<file path="config.mk">
export PLATFORM = sky130hd
export DESIGN_NAME = timeout_timer_bank_core
export DESIGN_NICKNAME = d
export VERILOG_FILES = /design/src/hw/rtl/ttb_pkg.sv /design/src/hw/rtl/ttb_ram.sv /design/src/hw/rtl/ttb_div.sv /design/src/hw/rtl/ttb_upd.sv /design/src/hw/rtl/timeout_timer_bank_core.sv
export VERILOG_INCLUDE_DIRS = /design/src /design/src/hw/rtl
export SDC_FILE = /design/constraint.sdc
export NUM_CORES = 2
export LEC_CHECK = 0
export BUFFER_PORTS_ARGS = -buffer_cell sky130_fd_sc_hd__buf_4
export CAP_MARGIN = 10
export CORE_UTILIZATION = 25
export DETAILED_ROUTE_END_ITERATION = 8
export SLEW_MARGIN = 0
export SYNTH_ARGS = -nofsm -noshare
export SYNTH_HDL_FRONTEND = slang
export SYNTH_SLANG_ARGS = --single-unit
</file>
<file path="constraint.sdc">
create_clock -name i_clk -period 6.5 [get_ports i_clk]
set_input_delay 0.975 -clock i_clk [delete_from_list [all_inputs] [get_ports i_clk]]
set_output_delay 0.975 -clock i_clk [all_outputs]
set_load 0.02 [all_outputs]
</file>
<file path="src/hw/rtl/timeout_timer_bank_core_defines.svh">
// ----------------------------------------------------------------------------
// Timeout timer bank: assertion macros
// Shared property shorthands for the timer bank RTL.
// ----------------------------------------------------------------------------
`ifndef TIMEOUT_TIMER_BANK_CORE_DEFINES_SVH
`define TIMEOUT_TIMER_BANK_CORE_DEFINES_SVH

// same-cycle implication, checked out of reset
`define TTB_ASSERT_IMP(lbl, rst_n, ante, cons, msg) \
    lbl: assert property (@(posedge i_clk) disable iff (!rst_n) (ante) |-> (cons)) \
        else $error(msg);

// next-cycle implication, checked out of reset
`define TTB_ASSERT_NXT(lbl, rst_n, ante, cons, msg) \
    lbl: assert property (@(posedge i_clk) disable iff (!rst_n) (ante) |=> (cons)) \
        else $error(msg);

`endif

</file>
<file path="src/hw/rtl/ttb_pkg.sv">
// ----------------------------------------------------------------------------
// Timeout timer bank: package
// Field widths, opcodes, FSM states and the structs between blocks.
// ----------------------------------------------------------------------------
`default_nettype none

package ttb_pkg;

    localparam int OP_W   = 3;
    localparam int ID_W   = 5;
    localparam int DL_W   = 32;
    localparam int CNT_W  = 42;
    localparam int MASK_W = 32;
    localparam int PER_W  = 10;
    localparam int CO_W   = 10;
    // widest timer index (bank of up to 256 timers)
    localparam int IDX_W  = 8;
    // divider walks one quotient bit per cycle
    localparam int DIV_STEP_W = 4;

    localparam logic [PER_W-1:0] US_PER_MS  = 10'd1000;
    localparam logic [CO_W-1:0]  CO_RESET   = 10'd1;
    localparam logic [DIV_STEP_W-1:0] DIV_LAST_STEP = 4'd9;

    typedef enum logic [OP_W-1:0] {
        OP_TICK    = 3'd0,
        OP_START   = 3'd1,
        OP_RESTART = 3'd2,
        OP_STOP    = 3'd3,
        OP_READ    = 3'd4
    } t_op;

    typedef enum logic [2:0] {
        ST_IDLE,
        ST_APPLY,
        ST_SWEEP,
        ST_DRAIN,
        ST_READ,
        ST_RESP
    } t_state;

    // one sweep slot entering the update pipe
    typedef struct packed {
        logic             vld;
        logic             run;
        logic [IDX_W-1:0] idx;
    } t_swp;

    // count write-back from the update pipe
    typedef struct packed {
        logic             we;
        logic             exp;
        logic [IDX_W-1:0] idx;
        logic [CNT_W-1:0] count;
    } t_wr;

endpackage

`default_nettype wire

</file>
<file path="src/hw/rtl/ttb_ram.sv">
// ----------------------------------------------------------------------------
// Timeout timer bank: generic RAM
// One write port, one read port with registered read data.
// ----------------------------------------------------------------------------
`default_nettype none

module ttb_ram #(
    parameter int WIDTH = 8,
    parameter int DEPTH = 32
) (
    input  wire logic                                   i_clk,
    input  wire logic                                   i_we,
    input  wire logic [(DEPTH > 1 ? $clog2(DEPTH) : 1)-1:0] i_waddr,
    input  wire logic [WIDTH-1:0]                       i_wdata,
    input  wire logic                                   i_re,
    input  wire logic [(DEPTH > 1 ? $clog2(DEPTH) : 1)-1:0] i_raddr,
    output logic      [WIDTH-1:0]                       o_rdata
);

    logic [WIDTH-1:0] r_mem [DEPTH];
    logic [WIDTH-1:0] r_rdata;

    always_ff @(posedge i_clk) begin
        if (i_we) begin
            r_mem[i_waddr] <= i_wdata;
        end
        if (i_re) begin
            r_rdata <= r_mem[i_raddr];
        end
    end

    assign o_rdata = r_rdata;

endmodule

`default_nettype wire

</file>
<file path="src/hw/rtl/ttb_div.sv">
// ----------------------------------------------------------------------------
// Timeout timer bank: tick-rate divider
// Restoring divider, one bit per cycle, giving floor(1000 / tick period).
// ----------------------------------------------------------------------------
`default_nettype none

module ttb_div
    import ttb_pkg::*;
(
    input  wire logic             i_clk,
    input  wire logic             i_rst_n,
    input  wire logic             i_start,
    input  wire logic [PER_W-1:0] i_period,
    output logic                  o_busy,
    output logic                  o_tick_en,
    output logic      [CO_W-1:0]  o_co
);

    logic                  r_busy;
    logic [DIV_STEP_W-1:0] r_bit;
    logic [PER_W-1:0]      r_per;
    logic [PER_W-1:0]      r_rem;
    logic [CO_W-1:0]       r_q;
    logic [CO_W-1:0]       r_co;
    logic                  r_en;

    logic [PER_W:0]        w_trial;
    logic                  w_ge;
    logic [PER_W-1:0]      n_rem;
    logic [CO_W-1:0]       n_q;

    // trial subtract of the divisor from the shifted remainder
    always_comb begin
        w_trial = {r_rem, US_PER_MS[r_bit]};
        w_ge    = (w_trial >= {1'b0, r_per});
        n_rem   = w_ge ? PER_W'(w_trial - {1'b0, r_per}) : w_trial[PER_W-1:0];
        n_q     = {r_q[CO_W-2:0], w_ge};
    end

    // control: busy flag, tick enable, quotient
    always_ff @(posedge i_clk) begin
        if (!i_rst_n) begin
            r_busy <= 1'b0;
            r_en   <= 1'b1;
            r_co   <= CO_RESET;
        end else if (i_start) begin
            r_busy <= 1'b1;
            r_en   <= (i_period != '0) && (i_period <= US_PER_MS);
        end else if (r_busy && (r_bit == '0)) begin
            r_busy <= 1'b0;
            r_co   <= n_q;
        end
    end

    // datapath
    always_ff @(posedge i_clk) begin
        if (i_start) begin
            r_per <= i_period;
            r_rem <= '0;
            r_q   <= '0;
            r_bit <= DIV_LAST_STEP;
        end else if (r_busy) begin
            r_rem <= n_rem;
            r_q   <= n_q;
            r_bit <= r_bit - 1'b1;
        end
    end

    assign o_busy    = r_busy;
    assign o_tick_en = r_en;
    assign o_co      = r_co;

endmodule

`default_nettype wire

</file>
<file path="src/hw/rtl/ttb_upd.sv">
// ----------------------------------------------------------------------------
// Timeout timer bank: tick update pipe
// Limit multiply, then count increment and compare with write-back.
// ----------------------------------------------------------------------------
`default_nettype none

module ttb_upd
    import ttb_pkg::*;
(
    input  wire logic             i_clk,
    input  wire logic             i_rst_n,
    input  wire t_swp             i_swp,
    input  wire logic [CO_W-1:0]  i_co,
    input  wire logic [CNT_W-1:0] i_cnt,
    input  wire logic [DL_W-1:0]  i_dl,
    output t_wr                   o_wr,
    output logic                  o_busy
);

    t_swp             r_s1;
    t_swp             r_s2;
    logic [CNT_W-1:0] r_cnt2;
    logic [CNT_W-1:0] r_lim2;

    logic [CNT_W-1:0] w_prod;
    logic [CNT_W:0]   w_next;
    logic             w_hit;

    // stage 1 lines up with the RAM read data; only the valid bits are reset
    always_ff @(posedge i_clk) begin
        if (!i_rst_n) begin
            r_s1.vld <= 1'b0;
            r_s2.vld <= 1'b0;
        end else begin
            r_s1.vld <= i_swp.vld;
            r_s2.vld <= r_s1.vld;
        end
        r_s1.run <= i_swp.run;
        r_s1.idx <= i_swp.idx;
        r_s2.run <= r_s1.run;
        r_s2.idx <= r_s1.idx;
        r_cnt2   <= i_cnt;
        r_lim2   <= w_prod;
    end

    // limit = deadline * ticks per ms (32 x 10 bits, fits the count width)
    assign w_prod = CNT_W'(i_dl) * CNT_W'(i_co);

    // stage 2: step the count, hold at the limit
    always_comb begin
        w_next      = {1'b0, r_cnt2} + 1'b1;
        w_hit       = (w_next >= {1'b0, r_lim2});
        o_wr.we     = r_s2.vld && r_s2.run;
        o_wr.exp    = w_hit;
        o_wr.idx    = r_s2.idx;
        o_wr.count  = w_hit ? r_lim2 : w_next[CNT_W-1:0];
    end

    assign o_busy = r_s1.vld || r_s2.vld;

endmodule

`default_nettype wire

</file>
<file path="src/hw/rtl/timeout_timer_bank_core.sv">
// ----------------------------------------------------------------------------
// Timeout timer bank: top level
// Bank of timeout timers stepped by tick requests, one request at a time.
// ----------------------------------------------------------------------------
// Request channel (i_valid / o_stall): opcode, timer id, deadline; tick,
//   start, restart, stop or read status. One response per request.
// Response channel (o_valid / i_stall): expired mask of timers 0..31, plus
//   running flag, expired flag and tick count of the addressed timer, all
//   as they stand after the request.
// Config channel (i_cfg_valid / o_cfg_ready): tick period in microseconds.
//   A write starts a divide for floor(1000 / period); requests are
//   stalled until it ends. Write it only while no request is in flight.
// Sweep: a tick, when the period lets ticks count, walks the timers one per
//   cycle through the count and deadline RAMs and a shared multiply/compare
//   pipe, then drains the pipe before the response; other requests skip the
//   sweep. The next request is accepted only after the response loads.
// Reset: timers stopped, period 1000 us; running flags act as RAM valid bits.
// Stall: a held response keeps its payload; the next request queues behind it.
// ----------------------------------------------------------------------------
`default_nettype none
`include "timeout_timer_bank_core_defines.svh"

module timeout_timer_bank_core
    import ttb_pkg::*;
#(
    parameter int NUM_TIMERS = 32
) (
    input  wire logic              i_clk,
    input  wire logic              i_rst_n,
    // request channel
    input  wire logic              i_valid,
    output logic                   o_stall,
    input  wire logic [OP_W-1:0]   i_opcode,
    input  wire logic [ID_W-1:0]   i_timer_id,
    input  wire logic [DL_W-1:0]   i_deadline_ms,
    // response channel
    output logic                   o_valid,
    input  wire logic              i_stall,
    output logic      [MASK_W-1:0] o_expired_mask,
    output logic                   o_timer_running,
    output logic                   o_timer_expired,
    output logic      [CNT_W-1:0]  o_timer_count,
    // config channel
    input  wire logic              i_cfg_valid,
    output logic                   o_cfg_ready,
    input  wire logic [PER_W-1:0]  i_cfg_tick_period_us
);

    localparam int AW = (NUM_TIMERS > 1) ? $clog2(NUM_TIMERS) : 1;
    localparam logic [AW-1:0] LAST_IDX = AW'(NUM_TIMERS - 1);

    t_state                r_state;
    t_state                n_state;
    logic [OP_W-1:0]       r_op;
    logic [ID_W-1:0]       r_id;
    logic [DL_W-1:0]       r_dl;
    logic [AW-1:0]         r_idx;
    logic [NUM_TIMERS-1:0] r_run;
    logic [NUM_TIMERS-1:0] r_exp;

    logic                  r_o_valid;
    logic [MASK_W-1:0]     r_o_mask;
    logic                  r_o_run;
    logic                  r_o_exp;
    logic [CNT_W-1:0]      r_o_cnt;

    logic                  w_accept;
    logic                  w_apply;
    logic                  w_sweep;
    logic                  w_read;
    logic                  w_load;
    logic [IDX_W-1:0]      w_id_ext;
    logic [AW-1:0]         w_id_addr;
    logic                  w_id_ok;
    logic                  w_do_start;
    logic                  w_do_restart;
    logic                  w_do_stop;
    logic [MASK_W-1:0]     w_mask;

    logic                  w_div_busy;
    logic                  w_tick_en;
    logic [CO_W-1:0]       w_co;

    t_swp                  w_swp;
    t_wr                   w_wr;
    logic                  w_upd_busy;

    logic                  w_cnt_we;
    logic [AW-1:0]         w_cnt_waddr;
    logic [CNT_W-1:0]      w_cnt_wdata;
    logic                  w_re;
    logic [AW-1:0]         w_raddr;
    logic [CNT_W-1:0]      w_cnt_rdata;
    logic [DL_W-1:0]       w_dl_rdata;

    // handshakes
    assign o_stall     = (r_state != ST_IDLE) || w_div_busy;
    assign o_cfg_ready = !w_div_busy;
    assign w_accept    = i_valid && !o_stall;

    // addressed timer
    assign w_id_ext  = IDX_W'(r_id);
    assign w_id_addr = w_id_ext[AW-1:0];
    assign w_id_ok   = ({1'b0, w_id_ext} < (IDX_W + 1)'(NUM_TIMERS));

    // FSM: next state
    always_comb begin
        n_state = r_state;
        case (r_state)
            ST_IDLE: begin
                if (w_accept) begin
                    n_state = ST_APPLY;
                end
            end
            ST_APPLY: begin
                if ((r_op == OP_TICK) && w_tick_en) begin
                    n_state = ST_SWEEP;
                end else begin
                    n_state = ST_READ;
                end
            end
            ST_SWEEP: begin
                if (r_idx == LAST_IDX) begin
                    n_state = ST_DRAIN;
                end
            end
            ST_DRAIN: begin
                if (!w_upd_busy) begin
                    n_state = ST_READ;
                end
            end
            ST_READ: n_state = ST_RESP;
            ST_RESP: begin
                if (w_load) begin
                    n_state = ST_IDLE;
                end
            end
            default: n_state = ST_IDLE;
        endcase
    end

    // FSM: outputs
    always_comb begin
        w_apply = 1'b0;
        w_sweep = 1'b0;
        w_read  = 1'b0;
        w_load  = 1'b0;
        case (r_state)
            ST_APPLY: w_apply = 1'b1;
            ST_SWEEP: w_sweep = 1'b1;
            ST_READ:  w_read  = 1'b1;
            ST_RESP:  w_load  = !r_o_valid || !i_stall;
            default: ;
        endcase
    end

    always_ff @(posedge i_clk) begin
        if (!i_rst_n) begin
            r_state <= ST_IDLE;
        end else begin
            r_state <= n_state;
        end
    end

    // request capture
    always_ff @(posedge i_clk) begin
        if (w_accept) begin
            r_op <= i_opcode;
            r_id <= i_timer_id;
            r_dl <= i_deadline_ms;
        end
    end

    // single-timer operations
    assign w_do_start   = w_apply && w_id_ok && (r_op == OP_START);
    assign w_do_restart = w_apply && w_id_ok && (r_op == OP_RESTART);
    assign w_do_stop    = w_apply && w_id_ok && (r_op == OP_STOP);

    // sweep index
    always_ff @(posedge i_clk) begin
        if (!i_rst_n) begin
            r_idx <= '0;
        end else if (w_apply) begin
            r_idx <= '0;
        end else if (w_sweep) begin
            r_idx <= r_idx + 1'b1;
        end
    end

    // running flags double as RAM valid bits
    always_ff @(posedge i_clk) begin
        if (!i_rst_n) begin
            r_run <= '0;
        end else if (w_do_start) begin
            r_run[w_id_addr] <= 1'b1;
        end else if (w_do_stop) begin
            r_run[w_id_addr] <= 1'b0;
        end
    end

    // expired flags
    always_ff @(posedge i_clk) begin
        if (!i_rst_n) begin
            r_exp <= '0;
        end else if (w_wr.we) begin
            r_exp[w_wr.idx[AW-1:0]] <= w_wr.exp;
        end else if (w_do_start || w_do_restart || w_do_stop) begin
            r_exp[w_id_addr] <= 1'b0;
        end
    end

    // tick period divider
    ttb_div u_div (
        .i_clk     (i_clk),
        .i_rst_n   (i_rst_n),
        .i_start   (i_cfg_valid && o_cfg_ready),
        .i_period  (i_cfg_tick_period_us),
        .o_busy    (w_div_busy),
        .o_tick_en (w_tick_en),
        .o_co      (w_co)
    );

    // sweep slot into the update pipe
    always_comb begin
        w_swp.vld = w_sweep;
        w_swp.run = r_run[r_idx];
        w_swp.idx = IDX_W'(r_idx);
    end

    ttb_upd u_upd (
        .i_clk   (i_clk),
        .i_rst_n (i_rst_n),
        .i_swp   (w_swp),
        .i_co    (w_co),
        .i_cnt   (w_cnt_rdata),
        .i_dl    (w_dl_rdata),
        .o_wr    (w_wr),
        .o_busy  (w_upd_busy)
    );

    // RAM port muxing: sweep write-back or single-timer write
    assign w_cnt_we    = w_wr.we || w_do_start || w_do_restart;
    assign w_cnt_waddr = w_wr.we ? w_wr.idx[AW-1:0] : w_id_addr;
    assign w_cnt_wdata = w_wr.we ? w_wr.count : '0;
    assign w_re        = w_sweep || w_read;
    assign w_raddr     = w_sweep ? r_idx : w_id_addr;

    ttb_ram #(
        .WIDTH (CNT_W),
        .DEPTH (NUM_TIMERS)
    ) u_cnt_ram (
        .i_clk   (i_clk),
        .i_we    (w_cnt_we),
        .i_waddr (w_cnt_waddr),
        .i_wdata (w_cnt_wdata),
        .i_re    (w_re),
        .i_raddr (w_raddr),
        .o_rdata (w_cnt_rdata)
    );

    ttb_ram #(
        .WIDTH (DL_W),
        .DEPTH (NUM_TIMERS)
    ) u_dl_ram (
        .i_clk   (i_clk),
        .i_we    (w_do_start),
        .i_waddr (w_id_addr),
        .i_wdata (r_dl),
        .i_re    (w_re),
        .i_raddr (w_raddr),
        .o_rdata (w_dl_rdata)
    );

    // expired mask over the first 32 timers
    for (genvar gi = 0; gi < MASK_W; gi++) begin : g_mask
        if (gi < NUM_TIMERS) begin : g_bit
            assign w_mask[gi] = r_exp[gi];
        end else begin : g_zero
            assign w_mask[gi] = 1'b0;
        end
    end

    // response register
    always_ff @(posedge i_clk) begin
        if (!i_rst_n) begin
            r_o_valid <= 1'b0;
        end else if (w_load) begin
            r_o_valid <= 1'b1;
        end else if (!i_stall) begin
            r_o_valid <= 1'b0;
        end
    end

    always_ff @(posedge i_clk) begin
        if (w_load) begin
            r_o_mask <= w_mask;
            r_o_run  <= w_id_ok && r_run[w_id_addr];
            r_o_exp  <= w_id_ok && r_exp[w_id_addr];
            r_o_cnt  <= (w_id_ok && r_run[w_id_addr]) ? w_cnt_rdata : '0;
        end
    end

    assign o_valid         = r_o_valid;
    assign o_expired_mask  = r_o_mask;
    assign o_timer_running = r_o_run;
    assign o_timer_expired = r_o_exp;
    assign o_timer_count   = r_o_cnt;

    // checks
    `TTB_ASSERT_IMP(a_exp_only_running, i_rst_n, 1'b1, ((r_exp & ~r_run) == '0),
                    "expired flag on a stopped timer")
    `TTB_ASSERT_IMP(a_wb_in_sweep, i_rst_n, w_wr.we,
                    ((r_state == ST_SWEEP) || (r_state == ST_DRAIN)),
                    "count write-back outside a tick sweep")
    `TTB_ASSERT_NXT(a_sweep_from_zero, i_rst_n, (w_apply && (r_op == OP_TICK) && w_tick_en),
                    ((r_state == ST_SWEEP) && (r_idx == '0)),
                    "tick sweep did not start at timer zero")
    `TTB_ASSERT_NXT(a_cfg_blocks_req, i_rst_n, (i_cfg_valid && o_cfg_ready), o_stall,
                    "request taken during period divide")

endmodule

`default_nettype wire

</file>
==> impl_metrics.csv <==
group,metric,value,unit
run_status,status,"finished clean",
critical_path,path_max_fanout,9,
pwr,cellLeakagePower,48.38,nW
timing,layout_min_cycle_time,6165,ps
timing,final_max_slew_viol_count,0,
synth,syn_avg_cell_area,16.79,um2
global_routing,grt_max_degree,122,
final_layout,drive_gt1_share,21.08,%
synth,synth-seq-cells,2775,
placed_design,preCtsSetupSlack,85.03,ps
worst_hold_path,min_delay_path_depth,1,
final_layout,final_nets,7709,
synth,syn_area,117600,um2
flow_run,maxCapViolCount,0,
critical_path,path_class,"reg2reg",
global_routing,grt_use_met2,23.43,%
synth,yosysUniqueCellTypes,71,
timing,finClkSkew,110.1,ps
pwr,powerDensity,284.7,nW/um2
synth,synthTopCellsByCount,"edfxtp_1, nand2_1, mux4_2",
placed_design,place.gp.congestion,0.8255,
detailed_routing,dr.pass1.iters,7,
cts,clk_pin_slew,60,ps
cts,cts_root_buffer,"clkbuf_16",
timing,worst_pin_slew,1315,ps
final_layout,multi_input_area,34700,um2
detailed_routing,wire_per_inst,23.77,um
detailed_routing,vias_per_cell,4.691,
synth,yosysTopAreaCell,"edfxtp_1",
detailed_routing,num_vias,64282,
final_layout,fillCellCount,45860,
detailed_routing,wl,325.8,mm
cts,htreeDepth,5,
final_layout,seq_area,81260,um2
floorplanning,fp.dieH,687.9,um
synth,synth_top_area_share,65.56,%
global_routing,grt_use_met1,17.08,%
synth,synthCells,7006,
cts,insertion_delay,970,ps
worst_hold_path,hp-class,"in2reg",
synth,ys_warn_count,0,
timing,relSlewSlack,12.15,%
floorplanning,initial_core_util,25.14,%
floorplanning,io-pin-count,134,
floorplanning,die-area,473300,um2
final_layout,layout-area-overhead-vs-synth,16.96,%
timing,hold_violations,0,
timing,rsz0062_at_grt,"no",
cts,cts_made_buffers,287,
floorplanning,die_width,687.9,um
timing,layout_setup_ws,334.7,ps
critical_path,cpMaxStageDelayCell,"dfxtp_1",
synth,ys.flop_type,"edfxtp_1",
floorplanning,core,467900,um2
critical_path,crit_top_cell,"fa_1",
global_routing,grt_pass1_vias,66979,
global_routing,track_usage,13.46,%
cts,cts_tree,"done",
synth,yosysMostFrequentCell,"edfxtp_1",
global_routing,grt.busiest_layer,"met2",
global_routing,grt_first_pass_wirelength,470.3,mm
detailed_routing,drt_iter0_drc,6719,
detailed_routing,remaining_drc_errors,0,
pwr,ir_drop,0.0001987,V
synth,synth_nets,7433,
placed_design,place_hpwl,191.1,mm
timing,setup_violations,0,
synth,synthTopCellsByArea,"edfxtp_1, mux4_2, fa_1",
global_routing,antenna_found_initial,12,
critical_path,crit_path_start_kind,"flip-flop",
global_routing,gr-total-overflow,0,
detailed_routing,ant_nets,0,
timing,fmax,0.1622,GHz
critical_path,max_stage_delay,590,ps
timing,min_period_over_period,94.85,%
timing,fin_setup_tns,0,ps
critical_path,end_kind,"flip-flop",
placed_design,numPortBuffers,133,
critical_path,path_cells,"nand2_1 -> fa_1 -> inv_1 -> fa_1 -> fa_1 -> fa_1 -> inv_1 -> fa_1 -> inv_1 -> ha_1 -> a211oi_1 -> o211ai_1 -> a221oi_2 -> o22ai_1 -> o41ai_2 -> o211a_1 -> o21bai_1 -> a21o_1 -> o221a_2",
global_routing,met3_usage,1.585,%
synth,ys_seq_area_share,69.08,%
synth,synth_edf_count,2568,
synth,ys_async_sr_fraction,0,%
cts,clock_sinks,2775,
cts,cts_buffer_depth,4,
critical_path,worst_ep_arrival_time,6980,ps
critical_path,r2r.worst_path.cells,19,
critical_path,worstPathRequired,7310,ps
floorplanning,placement_rows,251,
[final cells by class]
| type | count | area share (%) |
|---|---|---|
| Timing Repair Buffer | 388 | 2.463 |
| Clock inverter | 154 | 1.357 |
| Sequential cell | 2775 | 59.06 |
| Clock buffer | 354 | 5.485 |
| Inverter | 280 | 0.7639 |
| Tap cell | 6198 | 5.637 |
| Antenna cell | 5 | 0.009094 |
| Multi-Input combinational cell | 3550 | 25.22 |
[timing repair]
action                                  in CTS  in global routing
hold buffers                                 0                  0
resized for setup                            0                  4
endpoints found under the setup margin       0                 73
setup buffers                                0                 10
[routing by layer]
layer	share of wire, %	routed length [um]
met1	40	130500
met3	5.6	18320
met5	0.011	36
met4	4.1	13260
met2	50	163700
[worst max-delay path: cells and delay by family, from the launching register on]
family                   cells  cell delay [ps]
AO/OA/AOI/OAI                9             2400
adder cells (fa/ha/maj)      6             2810
buffers and inverters        3              160
flip-flops                   1              590
AND/OR/NAND/NOR              1              130
[stage by stage]
step / power [mW] / util (%) / cells / hold slack [ps] / area [um2]
after floorplan: 21.80 / - / 7006 / 309.6 / 117600
after global placement: 22.89 / 27.35 / 13176 / 310.7 / 128000
after detailed placement: 22.94 / 27.35 / 13177 / 312.1 / 128000
after CTS: 39.50 / 29.37 / 13685 / 92.35 / 137400
after global routing: 40.30 / 29.40 / 13700 / 131.6 / 137600
final: 39.18 / 29.40 / 13704 / 178.0 / 137600
[registers in the layout (all words and copies together) (netlist names), 42 cells and up, named ones only]
signal,cells
u_upd.r_cnt2,42
u_upd.r_lim2,42
u_cnt_ram.o_rdata,42
u_dl_ram.r_mem,1024
u_cnt_ram.r_mem,1344
o_timer_count,42
[cell usage in the layout (no fill, tap or decap), drive strengths merged, types with 14 or more instances in the layout]
master / instances
nor2b: 15
xnor2: 56
nor2: 131
a21oi: 126
a21o: 38
clkinv: 98
mux4: 618
fa: 239
mux2i: 25
o21a: 69
and3: 14
and2: 219
nand4: 19
dfxtp: 207
bufinv: 29
nand2: 952
nand3: 467
clkinvlp: 16
o21ai: 166
nor3: 21
ha: 133
o31ai: 35
a21boi: 14
xor2: 27
o211ai: 46
edfxtp: 2568
buf: 387
clkbuf: 355
inv: 291
[final timing paths]
check,startpoint,endpoint,slack [ps]
worst max-delay path,u_div.o_co[3]$_SDFFE_PN0P_,u_upd.r_lim2[38]$_DFF_P_,330
worst min-delay path,i_deadline_ms[20],r_dl[20]$_DFFE_PP_,180
worst max register to register,u_div.o_co[3]$_SDFFE_PN0P_,u_upd.r_lim2[38]$_DFF_P_,330
worst min register to register,u_upd.r_s1[2]$_DFF_P_,u_upd.o_wr[44]$_DFF_P_,320
[where the power goes]
part / switching (mW) / internal [mW] / total, mW
Clock: 7.14 / 9.50 / 16.6
Sequential: 0.339 / 19.6 / 20.0
Combinational: 1.65 / 0.936 / 2.59
Total: 9.13 / 30.1 / 39.2
[cells by family after synthesis]
logic type | after synthesis | synth area share, %
multiplexers | 648 | 12.09
buffers and inverters | 681 | 2.273
XOR/XNOR | 83 | 0.6180
adder cells (fa/ha/maj) | 372 | 5.482
AO/OA/AOI/OAI | 565 | 3.083
flip-flops | 2775 | 69.08
AND/OR/NAND/NOR | 1882 | 7.371
(Power assumes the default switching activity.)
